`src/rtl/core/spq_pkg.sv`:
```
// ----------------------------------------------------------------------------
// Sorted priority queue package
// Shared widths, status codes and the control and flag structs that pass
// between the top level and the row of compare-and-shift cells.
// ----------------------------------------------------------------------------
package spq_pkg;

    localparam int DEPTH_DEFAULT = 16;
    localparam int VALUE_W       = 16;
    localparam int STATUS_W      = 2;

    typedef enum logic [STATUS_W-1:0] {
        ST_OK        = 2'd0,
        ST_OVERFLOW  = 2'd1,
        ST_EMPTY     = 2'd2,
        ST_NOT_FOUND = 2'd3
    } status_t;

    typedef enum logic {
        REQ_INSERT = 1'b0,
        REQ_DELETE = 1'b1
    } req_t;

    typedef struct packed {
        logic ins_en;
        logic del_en;
    } cell_cmd_t;

    typedef struct packed {
        logic ge;
        logic le;
    } cell_flags_t;

endpackage

```
`src/rtl/core/spq_cell.sv`:
```
// ----------------------------------------------------------------------------
// Sorted priority queue cell
// Holds one stored entry, compares it with the request value and takes the
// request value or the entry of its left or right neighbor when the row shifts.
// ----------------------------------------------------------------------------
module spq_cell (
    input  logic                                clk,
    input  spq_pkg::cell_cmd_t                  cmd,
    input  logic signed [spq_pkg::VALUE_W-1:0]  value,
    input  logic                                occ,
    input  spq_pkg::cell_flags_t                left_flags,
    input  logic signed [spq_pkg::VALUE_W-1:0]  left_entry,
    input  logic signed [spq_pkg::VALUE_W-1:0]  right_entry,
    output spq_pkg::cell_flags_t                flags,
    output logic                                hit,
    output logic signed [spq_pkg::VALUE_W-1:0]  entry,
    output logic signed [spq_pkg::VALUE_W-1:0]  entry_next
);

    logic signed [spq_pkg::VALUE_W-1:0] entry_reg;

    always_comb
    begin
        flags.ge = !occ || (value >= entry_reg);
        flags.le = occ && (entry_reg <= value);
        hit      = occ && (entry_reg == value) && !left_flags.le;
    end

    always_comb
    begin
        entry_next = entry_reg;
        if (cmd.ins_en && flags.ge)
        begin
            entry_next = left_flags.ge ? left_entry : value;
        end
        else if (cmd.del_en && flags.le)
        begin
            entry_next = right_entry;
        end
    end

    always_ff @(posedge clk)
    begin
        entry_reg <= entry_next;
    end

    assign entry = entry_reg;

endmodule

```
`src/rtl/core/sorted_priority_queue_core.sv`:
```
// An accepted word is held in req_reg and value_reg until it executes; its
// result word is registered at the end of the execute cycle, which waits while
// a stalled result is still held. No new word is taken until the held one has
// executed. The whole row compares and shifts at once, whatever the depth.
// Reset clears the entry count and the handshake state; entries need no reset.
// ----------------------------------------------------------------------------
// Sorted priority queue core
// Keeps up to DEPTH signed values in descending order in a row of cells and
// answers each insert or delete word with status, head and entry count.
// ----------------------------------------------------------------------------
module sorted_priority_queue_core #(
    parameter int DEPTH = spq_pkg::DEPTH_DEFAULT,
    parameter int CNT_W = $clog2(DEPTH + 1)
) (
    input  logic                                 clk,
    input  logic                                 rst_n,
    input  logic                                 in_valid,
    output logic                                 in_stall,
    input  logic                                 req_type,
    input  logic signed [spq_pkg::VALUE_W-1:0]   value,
    output logic                                 out_valid,
    input  logic                                 out_stall,
    output logic [spq_pkg::STATUS_W-1:0]         status,
    output logic signed [spq_pkg::VALUE_W-1:0]   head_value,
    output logic                                 head_valid,
    output logic [CNT_W-1:0]                     entry_count
);

    logic                                busy_reg;
    logic                                busy_next;
    spq_pkg::req_t                       req_reg;
    logic signed [spq_pkg::VALUE_W-1:0]  value_reg;
    logic [CNT_W-1:0]                    count_reg;
    logic [CNT_W-1:0]                    count_next;
    logic                                out_valid_reg;
    logic                                out_valid_next;
    spq_pkg::status_t                    status_reg;
    spq_pkg::status_t                    status_next;
    logic signed [spq_pkg::VALUE_W-1:0]  head_value_reg;
    logic                                head_valid_reg;
    logic [CNT_W-1:0]                    entry_count_reg;

    logic                                in_accept;
    logic                                exec;
    logic                                full;
    logic                                empty;
    logic                                found;
    spq_pkg::cell_cmd_t                  cmd;

    spq_pkg::cell_flags_t                flags [DEPTH];
    logic signed [spq_pkg::VALUE_W-1:0]  entries [DEPTH];
    logic signed [spq_pkg::VALUE_W-1:0]  entries_next [DEPTH];
    logic [DEPTH-1:0]                    hits;

    assign in_accept = in_valid && !busy_reg;
    assign exec      = busy_reg && !(out_valid_reg && out_stall);
    assign full      = (count_reg == CNT_W'(DEPTH));
    assign empty     = (count_reg == '0);
    assign found     = |hits;

    always_comb
    begin
        cmd.ins_en = exec && (req_reg == spq_pkg::REQ_INSERT) && !full;
        cmd.del_en = exec && (req_reg == spq_pkg::REQ_DELETE) && found;
    end

    for (genvar k = 0; k < DEPTH; k++)
    begin : g_cell
        spq_pkg::cell_flags_t                left_flags;
        logic signed [spq_pkg::VALUE_W-1:0]  left_entry;
        logic signed [spq_pkg::VALUE_W-1:0]  right_entry;

        if (k == 0)
        begin : g_first
            assign left_flags = '0;
            assign left_entry = value_reg;
        end
        else
        begin : g_inner
            assign left_flags = flags[k-1];
            assign left_entry = entries[k-1];
        end

        if (k == DEPTH - 1)
        begin : g_last
            assign right_entry = entries[k];
        end
        else
        begin : g_body
            assign right_entry = entries[k+1];
        end

        spq_cell u_cell (
            .clk         (clk),
            .cmd         (cmd),
            .value       (value_reg),
            .occ         (CNT_W'(k) < count_reg),
            .left_flags  (left_flags),
            .left_entry  (left_entry),
            .right_entry (right_entry),
            .flags       (flags[k]),
            .hit         (hits[k]),
            .entry       (entries[k]),
            .entry_next  (entries_next[k])
        );
    end

    always_comb
    begin
        count_next  = count_reg;
        status_next = spq_pkg::ST_OK;
        if (req_reg == spq_pkg::REQ_INSERT)
        begin
            if (full)
            begin
                status_next = spq_pkg::ST_OVERFLOW;
            end
            else
            begin
                count_next = count_reg + CNT_W'(1);
            end
        end
        else if (empty)
        begin
            status_next = spq_pkg::ST_EMPTY;
        end
        else if (!found)
        begin
            status_next = spq_pkg::ST_NOT_FOUND;
        end
        else
        begin
            count_next = count_reg - CNT_W'(1);
        end
    end

    always_comb
    begin
        busy_next = busy_reg;
        if (exec)
        begin
            busy_next = 1'b0;
        end
        else if (in_accept)
        begin
            busy_next = 1'b1;
        end

        out_valid_next = out_valid_reg;
        if (exec)
        begin
            out_valid_next = 1'b1;
        end
        else if (!out_stall)
        begin
            out_valid_next = 1'b0;
        end
    end

    always_ff @(posedge clk or negedge rst_n)
    begin
        if (!rst_n)
        begin
            busy_reg      <= 1'b0;
            count_reg     <= '0;
            out_valid_reg <= 1'b0;
        end
        else
        begin
            busy_reg      <= busy_next;
            out_valid_reg <= out_valid_next;
            if (exec)
            begin
                count_reg <= count_next;
            end
        end
    end

    always_ff @(posedge clk)
    begin
        if (in_accept)
        begin
            req_reg   <= spq_pkg::req_t'(req_type);
            value_reg <= value;
        end
        if (exec)
        begin
            status_reg      <= status_next;
            head_valid_reg  <= (count_next != '0);
            head_value_reg  <= (count_next != '0) ? entries_next[0] : '0;
            entry_count_reg <= count_next;
        end
    end

    assign in_stall    = busy_reg;
    assign out_valid   = out_valid_reg;
    assign status      = status_reg;
    assign head_value  = head_value_reg;
    assign head_valid  = head_valid_reg;
    assign entry_count = entry_count_reg;

    a_exec_gives_result: assert property (@(posedge clk) disable iff (!rst_n)
        exec |=> out_valid_reg)
        else $error("executed request did not produce a result word");

    a_count_bounded: assert property (@(posedge clk) disable iff (!rst_n)
        count_reg <= CNT_W'(DEPTH))
        else $error("entry count exceeds depth");

    a_insert_grows: assert property (@(posedge clk) disable iff (!rst_n)
        cmd.ins_en |=> count_reg == $past(count_reg) + CNT_W'(1))
        else $error("insert did not grow the entry count");

    a_delete_shrinks: assert property (@(posedge clk) disable iff (!rst_n)
        cmd.del_en |=> count_reg == $past(count_reg) - CNT_W'(1))
        else $error("delete did not shrink the entry count");

    a_head_matches_count: assert property (@(posedge clk) disable iff (!rst_n)
        out_valid_reg |-> head_valid_reg == (entry_count_reg != '0))
        else $error("head valid disagrees with entry count");

endmodule
```
`config.mk`:
```
export PLATFORM = sky130hd
export DESIGN_NAME = sorted_priority_queue_core
export DESIGN_NICKNAME = d
export VERILOG_FILES = /design/src/rtl/core/spq_pkg.sv /design/src/rtl/core/spq_cell.sv /design/src/rtl/core/sorted_priority_queue_core.sv
export SDC_FILE = /design/constraint.sdc
export NUM_CORES = 1
export LEC_CHECK = 0
export BUFFER_PORTS_ARGS = -buffer_cell sky130_fd_sc_hd__buf_2
export CORE_AREA = 2 2 203 205
export CTS_CLUSTER_DIAMETER = 100
export CTS_CLUSTER_SIZE = 8
export DETAILED_ROUTE_END_ITERATION = 8
export DIE_AREA = 0 0 205 207
export GPL_ROUTABILITY_DRIVEN = 0
export HOLD_SLACK_MARGIN = 0.02
export PLACE_DENSITY = 0.81
export SYNTH_ARGS = -nofsm -noshare
export SYNTH_HDL_FRONTEND = slang
export SYNTH_HIERARCHICAL = 1
export SYNTH_SLANG_ARGS = --single-unit
```
`constraint.sdc`:
```
create_clock -name clk -period 5.1 [get_ports clk]
set_input_delay 0.255 -clock clk [delete_from_list [all_inputs] [get_ports clk]]
set_output_delay 0.255 -clock clk [all_outputs]
set_load 0.005 [all_outputs]
```
==> impl_metrics.tcl <==
set metrics [dict create \
    core_mm2 0.0404 \
    violations "setup timing" \
    worst_clock_skew_ns 0.0240 \
    final_nets 3640 \
    cts-root-buf "clkbuf_16" \
    pin_count 47 \
    fin_crit_ns 5.12 \
    overflow 0 \
    firstDrtPassIters 7 \
    fillers 3209 \
    antenna_found_initial 1 \
    vias 26881 \
    start_util_pct 63.9 \
    postRouteAntennaNets 0 \
    dieArea_mm2 0.0424 \
    critical_path_required_ns 5.43 \
    grt_first_pass_wirelength_um 136000 \
    tightest_slew_ns 1.24 \
    cp-start-kind "flip-flop" \
    clkLatencyLatePin_ns 0.59 \
    ff_latch_area_mm2 0.00653 \
    io_buffers 46 \
    cap_violations 0 \
    rows 74 \
    fin_crit_sh_pct 100 \
    grt_max_degree 34 \
    die_height_um 207 \
    first_iter_violations 3697 \
    tns_ns -0.0342 \
    die_w_um 205 \
    totalWireLength_um 86700 \
    ys_warn_count 6 \
    via_per_inst 6.87 \
    outcome "finished with violations" \
    fin_ws_ns -0.0192 \
    grt_pass1_vias 25388 \
    leakagePower_nw 13.0 \
    drv_slew 0 \
    final_layout_size_suffix_gt1_share_pct 17.5 \
    max_freq_mhz 195 \
    netlist_instances 3344 \
    track_usage_pct 39.6 \
    max-slew-margin-rel_pct 16.9 \
    cp.arrival_ns 5.44 \
    htreeDepth 2 \
    dp.final_hpwl_um 62600 \
    clockBufferDepth 3 \
    syn-cell-area_mm2 0.0258 \
    p_per_area_mw_per_mm2 625 \
    largest_reg_flops 256 \
    cp_max_fo 8 \
    place_ws_ns -0.308 \
    clock_sinks 304 \
    endpoint_kind "flip-flop" \
    cts_tree "done" \
    clkSlewWorstSetupHoldPaths_ns 0.06 \
    setup_viol 4 \
    irDropWorstVdd_v 0.000347 \
    cts_buffers 43 \
    hp-class "primary input to async pin" \
    post_drt_wl_per_cell_um 22.2 \
    syn_to_final_growth_pct 10.1 \
    drc_errors 0 \
    avgSynthCellArea_um2 7.71 \
    hold_viol_final 0 \
    crit_type "flip-flop to flip-flop" \
    multi_input_area_mm2 0.0172 \
]
final timing paths:
| path | from | end | slack (ns) | cells past startpoint |
|---|---|---|---|---|
| min in group clk | value[2] | g_cell[0].left_entry[2] | 0.40 | 2 |
| hold / removal | rst_n | count_reg[1] | 0.08 | 2 |
| hold reg to reg | g_cell[10].u_cell/entry[0] | g_cell[10].u_cell/entry[0] | 0.51 | 2 |
| setup reg to reg | g_cell[0].left_entry[15] | head_value[10] | -0.02 | 19 |
| setup / recovery | g_cell[0].left_entry[15] | head_value[10] | -0.02 | 19 |
| max in group asynchronous | rst_n | in_stall | 4.79 | 2 |
critical path, stage by stage (launching register included):
cell and delay (ns):
edfxtp_1 0.36, buf_4 0.19, buf_4 0.13, inv_1 0.05, ha_1 0.33, nand4_1 0.23
or4_4 0.66, o211a_1 0.34, a311oi_2 0.40, nor4_2 0.12, nor4_1 0.31, buf_4 0.20
nand4_2 0.13, and3_1 0.24, and2_1 0.17, o211ai_1 0.26, buf_4 0.28, a21bo_2 0.14
a31oi_1 0.10, a21boi_2 0.20
through the flow:
step	hold WS [ns]	cells	power (mW)	instance area, um2	utilization, %
2_1_floorplan	-0.0406	3348	11.5	25800	-
3_3_place_gp	0.146	3805	13.8	26600	65.8
3_5_place_dp	0.146	3805	14.4	26600	65.8
4_1_cts	0.0780	3897	17.2	28100	69.7
5_1_grt	0.105	3910	18.9	28400	70.3
6_report	0.0813	3912	17.7	28400	70.3
layer usage:
| metal | global-route usage [%] | routed length (um) | vias to the layer above |
|---|---|---|---|
| li1 | - | - | 12332 |
| met1 | 51.4 | 33200 | 12514 |
| met2 | 60.1 | 37900 | 1641 |
| met3 | 7.06 | 9320 | 394 |
| met4 | 26.1 | 6290 | 0 |
| met5 | 0 | 0 | - |
cells in the final DEF, fill, tap and decap left out, types with 9 or more instances in the layout:
master and instances:
buf_6 9, nand2_1 331, dlygate4sd3_1 20, clkbuf_1 19, buf_4 119, and2_1 48, edfxtp_1 41, nand3_1 258
nand4_1 48, a41oi_2 16, o21ai_0 257, a21boi_2 9, clkbuf_16 45, or3_1 16, or4_4 10, o221ai_1 16
o32a_1 16, o211ai_1 65, nor4_2 10, nor2b_1 16, a21bo_2 256, o211a_1 14, nand4b_1 17, a2111o_1 16
nor4_1 9, buf_2 46, o21ba_2 16, dfxtp_1 256, ha_1 260, a31oi_1 255, a21oi_1 400, nor2_1 20
mux2_2 18, inv_1 326
cell type report:
cell class | count | share of cell area (%)
Multi-Input combinational cell | 2483 | 60.6
Sequential cell | 304 | 23.0
Timing Repair Buffer | 201 | 5.52
Inverter | 326 | 4.31
Clock buffer | 64 | 4.22
Tap cell | 532 | 2.35
Antenna cell | 2 | 0.0176
report_power, final:
group | switching [mW] | internal [mW]
Sequential | 1.49 | 3.68
Clock | 1.12 | 1.59
Combinational | 6.03 | 3.84
Total | 8.64 | 9.11
what timing repair did:
| action | 4_1_cts | 5_1_grt |
|---|---|---|
| setup endpoints to repair | 264 | 271 |
| setup buffers | 7 | 11 |
| hold endpoints to repair | 26 | 0 |
| pin swaps | 2 | 9 |
| hold buffers | 20 | 0 |
| cloned | 1 | 2 |
| gates resized for setup | 17 | 43 |
(Power assumes the default switching activity.)
